### src/tcc_pkg.sv
// shared types, constants and helpers for the text console cursor control
`timescale 1ns / 1ps
package tcc_pkg;

    localparam int MAX_COLUMNS = 512;
    localparam int MAX_ROWS    = 256;

    localparam int COLS_W  = 10;
    localparam int ROWS_W  = 9;
    localparam int COL_W   = 9;
    localparam int ROW_W   = 8;
    localparam int CHAR_W  = 8;
    localparam int COLOR_W = 16;
    localparam int OP_W    = 2;
    localparam int TDATA_W = 64;

    typedef enum logic [OP_W-1:0] {
        OP_DRAW         = 2'd0,
        OP_SCROLL       = 2'd1,
        OP_CLEAR_BOTTOM = 2'd2,
        OP_CLEAR_SCREEN = 2'd3
    } op_t;

    localparam logic [CHAR_W-1:0] CH_NUL = 8'h00;
    localparam logic [CHAR_W-1:0] CH_BS  = 8'h08;
    localparam logic [CHAR_W-1:0] CH_TAB = 8'h09;
    localparam logic [CHAR_W-1:0] CH_LF  = 8'h0A;
    localparam logic [CHAR_W-1:0] CH_VT  = 8'h0B;
    localparam logic [CHAR_W-1:0] CH_FF  = 8'h0C;
    localparam logic [CHAR_W-1:0] CH_CR  = 8'h0D;
    localparam logic [CHAR_W-1:0] CH_DEL = 8'h7F;
    localparam logic [CHAR_W-1:0] CH_SPC = 8'h20;

    // register indexes on the configuration port
    typedef enum logic [1:0] {
        REG_COLUMNS    = 2'd0,
        REG_ROWS       = 2'd1,
        REG_FOREGROUND = 2'd2,
        REG_BACKGROUND = 2'd3
    } reg_idx_t;

    // one queued command group: up to three result transfers
    typedef struct packed {
        logic                 draw;
        logic                 scroll;
        logic                 clear_screen;
        logic [COL_W-1:0]     col;
        logic [ROW_W-1:0]     row;
        logic [CHAR_W-1:0]    glyph;
        logic [COLOR_W-1:0]   ink;
        logic [COLOR_W-1:0]   paper;
    } cmd_t;

    typedef struct packed {
        logic empty;
        logic full;
    } fifo_stat_t;

    function automatic logic [COLS_W-1:0] eff_columns(input logic [COLS_W-1:0] c);
        logic [COLS_W-1:0] r;
        r = c;
        if (c == '0) r = COLS_W'(1);
        else if (c > COLS_W'(MAX_COLUMNS)) r = COLS_W'(MAX_COLUMNS);
        return r;
    endfunction

    // bottom row index, eff_rows - 1
    function automatic logic [ROW_W-1:0] bottom_row(input logic [ROWS_W-1:0] r);
        logic [ROWS_W-1:0] e;
        e = r;
        if (r == '0) e = ROWS_W'(1);
        else if (r > ROWS_W'(MAX_ROWS)) e = ROWS_W'(MAX_ROWS);
        e = e - ROWS_W'(1);
        return e[ROW_W-1:0];
    endfunction

endpackage

### src/tcc_front.sv
// front end: takes character transfers, moves the cursor and queues commands
`timescale 1ns / 1ps
module tcc_front (
    input  logic                         aclk,
    input  logic                         aresetn,
    input  logic                         s_tvalid,
    output logic                         s_tready,
    input  logic [tcc_pkg::CHAR_W-1:0]   s_tdata,
    input  logic [tcc_pkg::COLS_W-1:0]   columns,
    input  logic [tcc_pkg::ROWS_W-1:0]   rows,
    input  logic [tcc_pkg::COLOR_W-1:0]  fg_colour,
    input  logic [tcc_pkg::COLOR_W-1:0]  bg_colour,
    input  tcc_pkg::fifo_stat_t          q_stat,
    output logic                         q_push,
    output tcc_pkg::cmd_t                q_cmd
);
    import tcc_pkg::*;

    logic [COL_W-1:0]  col_reg, col_next;
    logic [ROW_W-1:0]  row_reg, row_next;
    logic [COLS_W-1:0] eff_c;
    logic [ROW_W-1:0]  bottom;
    logic [COLS_W-1:0] adv_col, tab_col;
    logic [COL_W-1:0]  sb_col;
    logic [ROW_W-1:0]  sb_row;
    logic              nl;
    logic [COL_W-1:0]  nl_col;
    logic              at_bottom;
    logic              accept;

    assign eff_c     = eff_columns(columns);
    assign bottom    = bottom_row(rows);
    assign adv_col   = {1'b0, col_reg} + COLS_W'(1);
    assign tab_col   = {1'b0, col_reg | COL_W'(7)} + COLS_W'(1);
    assign at_bottom = (row_reg >= bottom);
    assign s_tready  = !q_stat.full;
    assign accept    = s_tvalid && s_tready;

    // step back one cell, wrapping to the end of the previous row
    always_comb begin
        sb_col = col_reg;
        sb_row = row_reg;
        if (col_reg != '0) begin
            sb_col = col_reg - COL_W'(1);
        end else if (row_reg != '0) begin
            sb_col = COL_W'(eff_c - COLS_W'(1));
            sb_row = row_reg - ROW_W'(1);
        end
    end

    always_comb begin
        col_next           = col_reg;
        row_next           = row_reg;
        nl                 = 1'b0;
        nl_col             = '0;
        q_cmd.draw         = 1'b0;
        q_cmd.scroll       = 1'b0;
        q_cmd.clear_screen = 1'b0;
        q_cmd.col          = col_reg;
        q_cmd.row          = row_reg;
        q_cmd.glyph        = s_tdata;
        q_cmd.ink          = fg_colour;
        q_cmd.paper        = bg_colour;
        unique case (s_tdata) inside
            CH_NUL, CH_CR: begin
            end
            CH_BS: begin
                col_next = sb_col;
                row_next = sb_row;
            end
            CH_TAB: begin
                if (tab_col >= eff_c) nl = 1'b1;
                else col_next = tab_col[COL_W-1:0];
            end
            CH_LF: nl = 1'b1;
            CH_VT: begin
                nl     = 1'b1;
                nl_col = col_reg;
            end
            CH_FF: begin
                col_next           = '0;
                row_next           = '0;
                q_cmd.clear_screen = 1'b1;
            end
            CH_DEL: begin
                col_next    = sb_col;
                row_next    = sb_row;
                q_cmd.draw  = 1'b1;
                q_cmd.col   = sb_col;
                q_cmd.row   = sb_row;
                q_cmd.glyph = CH_SPC;
            end
            default: begin
                q_cmd.draw = 1'b1;
                if (adv_col >= eff_c) nl = 1'b1;
                else col_next = adv_col[COL_W-1:0];
            end
        endcase
        // new line: scroll at or below the bottom row
        if (nl) begin
            col_next = nl_col;
            if (at_bottom) begin
                row_next     = bottom;
                q_cmd.scroll = 1'b1;
            end else begin
                row_next = row_reg + ROW_W'(1);
            end
        end
    end

    assign q_push = accept && (q_cmd.draw || q_cmd.scroll || q_cmd.clear_screen);

    always_ff @(posedge aclk) begin
        if (!aresetn) begin
            col_reg <= '0;
            row_reg <= '0;
        end else if (accept) begin
            col_reg <= col_next;
            row_reg <= row_next;
        end
    end

endmodule

### src/tcc_fifo.sv
// two-entry command queue between front and back end
`timescale 1ns / 1ps
module tcc_fifo (
    input  logic                 aclk,
    input  logic                 aresetn,
    input  logic                 push,
    input  tcc_pkg::cmd_t        wr_cmd,
    input  logic                 pop,
    output tcc_pkg::cmd_t        rd_cmd,
    output tcc_pkg::fifo_stat_t  stat
);
    import tcc_pkg::*;

    cmd_t        mem_reg [2];
    logic        wr_ptr_reg, wr_ptr_next;
    logic        rd_ptr_reg, rd_ptr_next;
    logic [1:0]  count_reg, count_next;
    logic        do_push, do_pop;

    assign stat.empty = (count_reg == 2'd0);
    assign stat.full  = (count_reg == 2'd2);
    assign do_push    = push && !stat.full;
    assign do_pop     = pop && !stat.empty;
    assign rd_cmd     = mem_reg[rd_ptr_reg];

    always_comb begin
        wr_ptr_next = wr_ptr_reg ^ do_push;
        rd_ptr_next = rd_ptr_reg ^ do_pop;
        count_next  = count_reg + {1'b0, do_push} - {1'b0, do_pop};
    end

    always_ff @(posedge aclk) begin
        if (!aresetn) begin
            wr_ptr_reg <= 1'b0;
            rd_ptr_reg <= 1'b0;
            count_reg  <= 2'd0;
        end else begin
            wr_ptr_reg <= wr_ptr_next;
            rd_ptr_reg <= rd_ptr_next;
            count_reg  <= count_next;
        end
    end

    always_ff @(posedge aclk) begin
        if (do_push) mem_reg[wr_ptr_reg] <= wr_cmd;
    end

`ifndef SYNTH
    a_count_range: assert property (@(posedge aclk) disable iff (!aresetn)
        count_reg <= 2'd2)
        else $error("queue count out of range");
    a_no_overflow: assert property (@(posedge aclk) disable iff (!aresetn)
        push |-> !stat.full)
        else $error("push into full queue");
    a_no_underflow: assert property (@(posedge aclk) disable iff (!aresetn)
        pop |-> !stat.empty)
        else $error("pop from empty queue");
    a_ptr_match: assert property (@(posedge aclk) disable iff (!aresetn)
        (count_reg == 2'd0 || count_reg == 2'd2) |-> (wr_ptr_reg == rd_ptr_reg))
        else $error("queue pointers disagree with count");
`endif

endmodule

### src/tcc_back.sv
// back end: expands queued commands into result transfers
`timescale 1ns / 1ps
module tcc_back (
    input  logic                          aclk,
    input  logic                          aresetn,
    input  tcc_pkg::fifo_stat_t           q_stat,
    input  tcc_pkg::cmd_t                 q_cmd,
    output logic                          q_pop,
    output logic                          m_tvalid,
    input  logic                          m_tready,
    output logic [tcc_pkg::TDATA_W-1:0]   m_tdata,
    output logic [tcc_pkg::OP_W-1:0]      m_tuser,
    output logic                          m_tlast
);
    import tcc_pkg::*;

    // pending bits: draw, scroll, clear bottom, clear screen
    logic [3:0]          pend_reg, pend_next, pend_after, pend_rem;
    cmd_t                cur_reg, cur_next;
    logic                vld_reg, vld_next;
    op_t                 op_reg, op_next, op_sel;
    logic [TDATA_W-1:0]  data_reg, data_next;
    logic                last_reg, last_next;
    logic                out_free, emit;

    assign out_free = !vld_reg || m_tready;
    assign emit     = out_free && (pend_reg != '0);

    always_comb begin
        pend_after = pend_reg;
        op_sel     = OP_DRAW;
        if (pend_reg[0]) begin
            op_sel        = OP_DRAW;
            pend_after[0] = 1'b0;
        end else if (pend_reg[1]) begin
            op_sel        = OP_SCROLL;
            pend_after[1] = 1'b0;
        end else if (pend_reg[2]) begin
            op_sel        = OP_CLEAR_BOTTOM;
            pend_after[2] = 1'b0;
        end else begin
            op_sel        = OP_CLEAR_SCREEN;
            pend_after[3] = 1'b0;
        end
        pend_rem = emit ? pend_after : pend_reg;
        // reload from the queue as soon as the last pending item leaves
        q_pop     = !q_stat.empty && (pend_rem == '0);
        pend_next = pend_rem;
        cur_next  = cur_reg;
        if (q_pop) begin
            pend_next = {q_cmd.clear_screen, q_cmd.scroll, q_cmd.scroll, q_cmd.draw};
            cur_next  = q_cmd;
        end
    end

    always_comb begin
        vld_next  = vld_reg && !m_tready;
        op_next   = op_reg;
        data_next = data_reg;
        last_next = last_reg;
        if (emit) begin
            vld_next  = 1'b1;
            op_next   = op_sel;
            last_next = (pend_after == '0);
            data_next = '0;
            if (op_sel == OP_DRAW) begin
                data_next = TDATA_W'({cur_reg.paper, cur_reg.ink, cur_reg.glyph,
                                      cur_reg.row, cur_reg.col});
            end
        end
    end

    always_ff @(posedge aclk) begin
        if (!aresetn) begin
            pend_reg <= '0;
            vld_reg  <= 1'b0;
        end else begin
            pend_reg <= pend_next;
            vld_reg  <= vld_next;
        end
    end

    always_ff @(posedge aclk) begin
        cur_reg  <= cur_next;
        op_reg   <= op_next;
        data_reg <= data_next;
        last_reg <= last_next;
    end

    assign m_tvalid = vld_reg;
    assign m_tdata  = data_reg;
    assign m_tuser  = op_reg;
    assign m_tlast  = last_reg;

`ifndef SYNTH
    a_cls_alone: assert property (@(posedge aclk) disable iff (!aresetn)
        pend_reg[3] |-> (pend_reg[2:0] == 3'b000))
        else $error("clear screen queued with other commands");
    a_scroll_pair: assert property (@(posedge aclk) disable iff (!aresetn)
        pend_reg[1] |-> pend_reg[2])
        else $error("scroll pending without bottom row clear");
    a_clear_bottom_last: assert property (@(posedge aclk) disable iff (!aresetn)
        (vld_reg && op_reg == OP_CLEAR_BOTTOM) |-> last_reg)
        else $error("clear bottom not marked last");
`endif

endmodule

### src/text_console_cursor_control.sv
// top level of the text console cursor control with its register file
//
//  channel   dir  handshake                  payload
//  s_        in   s_tvalid / s_tready        s_tdata: character
//  m_        out  m_tvalid / m_tready        m_tdata, m_tuser: operation, m_tlast
//  apb       in   psel / penable / pready    paddr, pwdata, prdata
//
// one character is accepted per cycle while the command queue has room
// each command group leaves as one to three transfers, one per cycle while m_tready is high
// a character's result passes the queue, pending bits and output register
// reset is synchronous and clears the cursor, queue and output stage
// a stalled m_ side fills the output register, the pending command and the
// two-entry queue before s_tready drops
`timescale 1ns / 1ps
module text_console_cursor_control (
    input  logic                          aclk,
    input  logic                          aresetn,
    input  logic                          s_tvalid,
    output logic                          s_tready,
    input  logic [tcc_pkg::CHAR_W-1:0]    s_tdata,   // [7:0] character
    output logic                          m_tvalid,
    input  logic                          m_tready,
    // [8:0] cell_column, [16:9] cell_row, [24:17] glyph_code,
    // [40:25] ink_colour, [56:41] paper_colour, [63:57] zero
    output logic [tcc_pkg::TDATA_W-1:0]   m_tdata,
    output logic [tcc_pkg::OP_W-1:0]      m_tuser,   // [1:0] operation
    output logic                          m_tlast,
    input  logic                          psel,
    input  logic                          penable,
    input  logic                          pwrite,
    input  logic [3:0]                    paddr,
    input  logic [31:0]                   pwdata,
    output logic [31:0]                   prdata,
    output logic                          pready
);
    import tcc_pkg::*;

    logic [COLS_W-1:0]  columns_reg;
    logic [ROWS_W-1:0]  rows_reg;
    logic [COLOR_W-1:0] fg_reg;
    logic [COLOR_W-1:0] bg_reg;
    logic               wr_en;
    reg_idx_t           wr_idx, rd_idx;
    fifo_stat_t         q_stat;
    cmd_t               push_cmd, pop_cmd;
    logic               q_push, q_pop;

    assign pready = 1'b1;
    assign wr_en  = psel && penable && pwrite && pready;
    assign wr_idx = reg_idx_t'(paddr[3:2]);
    assign rd_idx = reg_idx_t'(paddr[3:2]);

    always_ff @(posedge aclk) begin
        if (!aresetn) begin
            columns_reg <= COLS_W'(80);
            rows_reg    <= ROWS_W'(30);
            fg_reg      <= 16'hFFFF;
            bg_reg      <= 16'h0000;
        end else if (wr_en) begin
            unique case (wr_idx)
                REG_COLUMNS:    columns_reg <= pwdata[COLS_W-1:0];
                REG_ROWS:       rows_reg    <= pwdata[ROWS_W-1:0];
                REG_FOREGROUND: fg_reg      <= pwdata[COLOR_W-1:0];
                REG_BACKGROUND: bg_reg      <= pwdata[COLOR_W-1:0];
                default: ;
            endcase
        end
    end

    always_comb begin
        unique case (rd_idx)
            REG_COLUMNS:    prdata = 32'(columns_reg);
            REG_ROWS:       prdata = 32'(rows_reg);
            REG_FOREGROUND: prdata = 32'(fg_reg);
            REG_BACKGROUND: prdata = 32'(bg_reg);
            default:        prdata = '0;
        endcase
    end

    tcc_front u_front (
        .aclk      (aclk),
        .aresetn   (aresetn),
        .s_tvalid  (s_tvalid),
        .s_tready  (s_tready),
        .s_tdata   (s_tdata),
        .columns   (columns_reg),
        .rows      (rows_reg),
        .fg_colour (fg_reg),
        .bg_colour (bg_reg),
        .q_stat    (q_stat),
        .q_push    (q_push),
        .q_cmd     (push_cmd)
    );

    tcc_fifo u_fifo (
        .aclk    (aclk),
        .aresetn (aresetn),
        .push    (q_push),
        .wr_cmd  (push_cmd),
        .pop     (q_pop),
        .rd_cmd  (pop_cmd),
        .stat    (q_stat)
    );

    tcc_back u_back (
        .aclk     (aclk),
        .aresetn  (aresetn),
        .q_stat   (q_stat),
        .q_cmd    (pop_cmd),
        .q_pop    (q_pop),
        .m_tvalid (m_tvalid),
        .m_tready (m_tready),
        .m_tdata  (m_tdata),
        .m_tuser  (m_tuser),
        .m_tlast  (m_tlast)
    );

endmodule
### config.mk
export PLATFORM = sky130hd
export DESIGN_NAME = text_console_cursor_control
export DESIGN_NICKNAME = d
export VERILOG_FILES = /design/src/tcc_pkg.sv /design/src/tcc_front.sv /design/src/tcc_fifo.sv /design/src/tcc_back.sv /design/src/text_console_cursor_control.sv
export SDC_FILE = /design/constraint.sdc
export NUM_CORES = 1
export LEC_CHECK = 0
export ABC_AREA = 1
export BUFFER_PORTS_ARGS = -buffer_cell sky130_fd_sc_hd__buf_2
export CORE_MARGIN = 5
export CORE_UTILIZATION = 31
export DETAILED_ROUTE_END_ITERATION = 12
export SLEW_MARGIN = 25
export SYNTH_ARGS = -nofsm -noshare
export SYNTH_HDL_FRONTEND = slang
export SYNTH_SLANG_ARGS = --single-unit
### constraint.sdc
create_clock -name aclk -period 5.5 [get_ports aclk]
set_input_delay 0.55 -clock aclk [delete_from_list [all_inputs] [get_ports aclk]]
set_output_delay 0.55 -clock aclk [all_outputs]
set_load 0.03 [all_outputs]
### Yosys cells after proc, flatten, opt, wreduce, memory -nomap -nowiden

Memories as Yosys holds them, arrays and structs flattened. A register that Yosys moved wholly into a read port is not among the register bits.
Index checks and enable logic that the tools add are counted.

| cells by class | value |
|---|---|
| order comparisons | 5 |
| reductions and logical operators | 39 |
| $add $sub $neg | 9 |
| multiplexer cells | 37 |
| bitwise operators | 2 |
| eq/ne operators | 15 |

Operator list:

| cell | number |
|---|---|
| $pmux W32 S4 | 1 |
| $mux W9 | 6 |
| $eq A8 B4 Y1 const B | 6 |
| $mux W8 | 6 |
| $pmux W9 S4 | 1 |
| $mux W25 | 1 |
| $add A9 B1 Y10 const B | 2 |
| $ge A10 B10 Y1 | 2 |
| $mux W10 | 2 |
| $sub A9 B1 Y9 const B | 2 |
| $pmux W8 S2 | 1 |
| $sub A8 B1 Y8 const B | 2 |
| $mux W1 | 12 |
| $gt A10 B10 Y1 const B | 1 |
| $logic_not A10 Y1 | 1 |
| $reduce_and A2 Y1 | 5 |
| $gt A9 B9 Y1 const B | 1 |
| $logic_and A1 B1 Y1 | 9 |
| $logic_not A9 Y1 | 1 |
| $reduce_bool A9 Y1 | 1 |
| $add A8 B1 Y8 const B | 1 |
| $eq A8 B7 Y1 const B | 1 |
| $ge A8 B8 Y1 | 1 |
| $logic_not A4 Y1 | 2 |
| 25 further kinds | 39 |

| storage, ports and cells | value |
|---|---|
| register bits after elaboration | 201 |
| input bits | 51 |
| output and inout bits | 102 |
| memories kept | 1 |
| memory bits (writable) | 120 |
| word-level logic and storage cells | 128 |

Memories:

| memory | words | width | rd ports | clocked after Yosys merged registers in | write ports | line | source |
|---|---|---|---|---|---|---|---|
| u_fifo.mem_reg | 2 | 60 | 1 | 1 | 1 | tcc_fifo.sv:14 | `cmd_t mem_reg [2];` |

### Depth between registers and ports, before layout

| logic depth | value |
|---|---|
| word-level depth | 13 |
| depth in mapped cells | 22 |
| mapped depth without buffers | 21 |

### Hierarchy

A second synthesis with hierarchy kept.

| unflattened totals | value |
|---|---|
| cell total of the unflattened synthesis | 1,493 |
| area, all modules | 15,285.9 um2 |

By module, submodules not included:

| module | sequential area each (um2) | area each (um2) | cells each | times used |
|---|---|---|---|---|
| tcc_fifo | 3,703.6 | 4,895.9 | 224 | 1 |
| tcc_back | 3,613.5 | 4,379.2 | 296 | 1 |
| tcc_front | 340.3 | 3,523.4 | 611 | 1 |
| text_console_cursor_control | 1,021.0 | 2,487.4 | 362 | 1 |

### Least setup slack after synthesis

Ideal clock, no wire load.

| timing | value |
|---|---|
| path kind | reg2reg |
| start point | register rows_reg[4] |
| end point | memory u_fifo.mem_reg[1][0] (netlist name) (enable) |
| arrival time | 4.232 ns |
| stages on the path, launching flop included | 18 |
| slack | 0.844 ns |
| path buffers | 0 |
| period minus slack after synthesis | 4.656 ns |
| setup time | 0.424 ns |
| cells stage by stage | dfxtp_1 nor2_1 nand3_1 nor3_1 o21ai_0 ha_1 inv_1 nor3_1 nand3_1 xor2_1 ha_1 nand2_1 nor2_1 nand4_1 nand3_1 nand2_1 a21oi_1 ha_1 |

| between the ends | value |
|---|---|
| cells in the longest elaborated chain, start to end | 13 |

Ends and longest elaborated chain:

| what | line | source |
|---|---|---|
| from (decl) | text_console_cursor_control.sv:39 | `logic [ROWS_W-1:0] rows_reg;` |
| from (signal assigned) | text_console_cursor_control.sv:62 | `REG_ROWS: rows_reg <= pwdata[ROWS_W-1:0];` |
| $gt A9 B9 Y1 | tcc_pkg.sv:72 | `else if (r > ROWS_W'(MAX_ROWS)) e = ROWS_W'(MAX_ROWS);` |
| $mux W8 | tcc_pkg.sv:72 |  |
| $mux W8 * | tcc_pkg.sv:71 | `if (r == '0) e = ROWS_W'(1);` |
| $sub A8 B1 Y8 * | tcc_pkg.sv:73 | `e = e - ROWS_W'(1);` |
| $ge A8 B8 Y1 * | tcc_front.sv:35 | `assign at_bottom = (row_reg >= bottom);` |
| $mux W1 * | tcc_front.sv:102 | `if (at_bottom) begin` |
| $mux W1 * | tcc_front.sv:100 | `if (nl) begin` |
| $logic_or A1 B1 Y1 * (2 in series) | tcc_front.sv:111 | `assign q_push = accept && (q_cmd.draw \|\| q_cmd.scroll \|\| q_cmd.clear_screen);` |
| $logic_and A1 B1 Y1 * | tcc_front.sv:111 |  |
| $logic_and A1 B1 Y1 * | tcc_fifo.sv:22 | `assign do_push = push && !stat.full;` |
| $mux W1 * | tcc_fifo.sv:45 | `if (do_push) mem_reg[wr_ptr_reg] <= wr_cmd;` |
| $mux W1 (not written as such) * | tcc_fifo.sv:45 |  |
| to (decl) | tcc_fifo.sv:14 |  |

Every way passes the cells marked *; elsewhere a longest branch is shown, timed or not.

### Worst setup path in the final report

| timing | value |
|---|---|
| start point | register rows_reg[4] |
| end point | memory u_fifo.mem_reg[0][55] (netlist name) (enable) |

Same word-level chain as after synthesis.

==> impl_metrics.py <==
metrics = {
    "floorplan": {
        "die_w_um": 224.8,
        "rows": 78,
        "coreArea_sq_mm": 0.04548,
        "fp.dieArea_sq_mm": 0.05052,
        "io_pins": 153,
        "initial_core_util_pct": 31.44,
        "die_h_um": 224.8,
    },
    "synth": {
        "synth-compound-area-share_pct": 6.606,
        "ys.warnings.count": 0,
        "syn_inst": 1382,
        "synth_xor_area_share_pct": 1.592,
        "synth.avg_cell_area_sq_um": 10.35,
        "yosysMostFrequentCell": "nand2_1",
        "synthAdderAreaFrac_pct": 3.325,
        "synth.distinct_cells": 43,
        "synth_seq_cells": 315,
        "async_reset_ff_share_pct": 0,
        "synth_top_family_by_area": "simple AND/OR/NAND/NOR gates",
        "synthMuxAreaShare_pct": 4.646,
        "yosysTopAreaCell": "edfxtp_1",
        "yosys.area_share.simple_pct": 15.89,
        "synth_area_leaders": "edfxtp_1 (50%), dfxtp_1 (11%), nand2_1 (7.5%), mux2_2 (4.6%), inv_1 (4.6%)",
        "synth_top_area_share_pct": 49.77,
        "synth_edf_count": 237,
        "ys.flop_type": "edfxtp_1",
        "syn_area_sq_mm": 0.01430,
        "yosysSeqAreaShare_pct": 60.69,
        "ys_top_cells_by_count": "nand2_1 (285), edfxtp_1 (237), inv_1 (176)",
    },
    "critical_path": {
        "reg2reg_depth": 18,
        "r2r_start": "rows_reg[4]$_SDFFE_PN1P_",
        "start_kind": "flop",
        "reg2reg_slack_ns": 1.31,
        "critPathCaptureType": "flop",
        "worstPathRequired_ns": 5.72,
        "crit_arrival_ns": 4.41,
        "crit_type": "flop to flop",
        "critPathMaxFanout": 60,
        "r2r-end": "u_fifo.mem_reg[0][55]$_DFFE_PP_",
    },
    "cells_and_area": {
        "largest_reg_flops": 120,
        "nNetsFinal": 1578,
        "synthToLayoutAreaGrowth_pct": 14.56,
        "antenna-diode-count": 0,
        "nFillCells": 4571,
        "drive_above_1_share_pct": 16.21,
    },
    "worst_hold_path": {
        "hp-start": "pwdata[10]",
        "hold-path-cell-count": 3,
        "holdPathEnd": "fg_reg[10]$_SDFFE_PN1P_",
        "hold_path.class": "input port to flop",
    },
    "placement": {
        "io_buffers": 110,
        "dp_slack_ns": 1.303,
        "gp_congestion": 0.8632,
        "dpl.hpwl_mm": 23.08,
    },
    "global_routing": {
        "antenna_found_initial": 0,
        "grt_pass1_wl_mm": 51.34,
        "grtUsageTotal_pct": 12.50,
        "grt_pass1_vias": 9548,
        "grt-ovfl-total": 0,
        "grt_max_degree": 65,
    },
    "power": {
        "power.density_mw_per_mm2": 467.3,
        "leakage_nw": 6.957,
        "irDropWorstVdd_mv": 0.3923,
    },
    "routing": {
        "ant_nets": 0,
        "drc": 0,
        "post_drt_via_cell_ratio": 4.601,
        "wirelength_mm": 32.39,
        "drt_iter0_drc": 750,
        "firstDrtPassIters": 5,
        "vias": 9713,
        "wl_per_cell_um": 15.34,
    },
    "timing": {
        "fin_crit_sh_pct": 76.19,
        "slew_violations": 0,
        "fin_ws_ns": 1.310,
        "setup_viol": 0,
        "clock_skew_ns": 0.03263,
        "tightest_slew_ns": 0.8484,
        "layout_min_cycle_time_ns": 4.190,
        "fin_tns_setup_ns": 0,
        "timing_hold_violations_final": 0,
        "rsz0062_at_grt": "false",
        "max_freq_mhz": 238.6,
        "max-slew-margin-rel_pct": 43.23,
    },
    "outcome": {
        "status": "complete, no violations",
    },
    "job": {
        "drv_cap": 0,
    },
    "clock_network": {
        "hold_buffers": 0,
        "ctsHtreeMaxLevel": 1,
        "cts_buffer_depth": 3,
        "clkTransAtPathRegs_ns": 0.07,
        "cts_resized": 0,
        "cts_made_buffers": 29,
        "postCtsSetupBuffers": 0,
        "clock-sinks": 315,
        "clock_latency_ns": 0.58,
        "cts_tree": "done",
        "clock-root-buffer": "clkbuf_16",
    },
}
worst max path at each step:
stage,from,to,slack [ns],cells past startpoint
3_5_place_dp,rows_reg[4]$_SDFFE_PN1P_,u_fifo.mem_reg[1][56]$_DFFE_PP_,1.30,18
3_3_place_gp,rows_reg[4]$_SDFFE_PN1P_,u_fifo.mem_reg[0][3]$_DFFE_PP_,1.34,18
2_1_floorplan,rows_reg[4]$_SDFFE_PN1P_,u_fifo.mem_reg[1][0]$_DFFE_PP_,0.84,17
4_1_cts,rows_reg[4]$_SDFFE_PN1P_,u_fifo.mem_reg[1][42]$_DFFE_PP_,1.26,18
6_report,rows_reg[4]$_SDFFE_PN1P_,u_fifo.mem_reg[0][55]$_DFFE_PP_,1.31,18
5_1_grt,rows_reg[4]$_SDFFE_PN1P_,u_fifo.mem_reg[0][56]$_DFFE_PP_,0.90,18
cell usage in the layout (no fill, tap or decap), types with 9 or more instances in the layout:
cell and instances:
nor2_1 128, clkbuf_16 29, nor3_1 14, buf_2 110, a21oi_1 49, o21ai_0 83, inv_1 174, xor2_1 26
nand2_1 285, ha_1 36, dfxtp_1 76, mux2_2 59, edfxtp_1 237, nand4_1 10, nand3_1 68, clkinv_1 9
conb_1 24
power by group:
part	internal (mW)	total, mW	switching [mW]
clock network	1.14	2.00	0.860
registers	3.42	3.61	0.185
logic	0.528	2.05	1.52
total	5.09	7.66	2.56
metrics by stage:
stage          hold slack, ns  util (%)  cell area [sq um]  cells  total power, mW
2_1_floorplan          0.4258         -              14380   1404            5.128
3_3_place_gp           0.4267     33.95              15440   2058            5.720
3_5_place_dp           0.4442     33.95              15440   2058            5.773
4_1_cts                0.1735     36.02              16380   2111            7.782
5_1_grt                0.2145     36.02              16380   2111            8.082
6_report               0.2015     36.02              16380   2111            7.655
final cells by class:
cell class	count	area [sq um]	area share, %
Clock buffer	38	779.5	4.758
Timing Repair Buffer	120	650.6	3.972
Inverter	181	679.4	4.147
Clock inverter	15	161.4	0.9853
Sequential cell	315	8681	52.99
Multi-Input combinational cell	842	4679	28.56
Tap cell	600	750.7	4.583
routing by layer:
layer  GRT usage, %  vias up  part of all wire, %
li1               -     4808                    -
met1          15.72     4610                   42
met2          21.81      228                   50
met3          1.945       67                  4.5
met4          4.596        0                  3.4
met5              0        -                    0
cell families after synthesis:
kind of cell / after synthesis
AND/OR/NAND/NOR: 528
flip-flops: 315
buffers and inverters: 247
AO/OA/AOI/OAI: 167
multiplexers: 59
adder cells (fa/ha/maj): 38
XOR/XNOR: 26
other: 2
critical path, cell delays in order (launching register included):
cell,delay [ns]
dfxtp_1,0.41
nor2_1,0.07
nand3_1,0.09
nor3_1,0.05
o21ai_0,0.51
ha_1,0.25
inv_1,0.06
nor3_1,0.28
nand3_1,0.13
xor2_1,0.18
ha_1,0.29
nand2_1,0.06
nor2_1,0.14
nand4_1,0.09
nand3_1,0.22
nand2_1,0.12
a21oi_1,0.26
ha_2,0.26
buf_12,0.32
(Power assumes the default switching activity.)
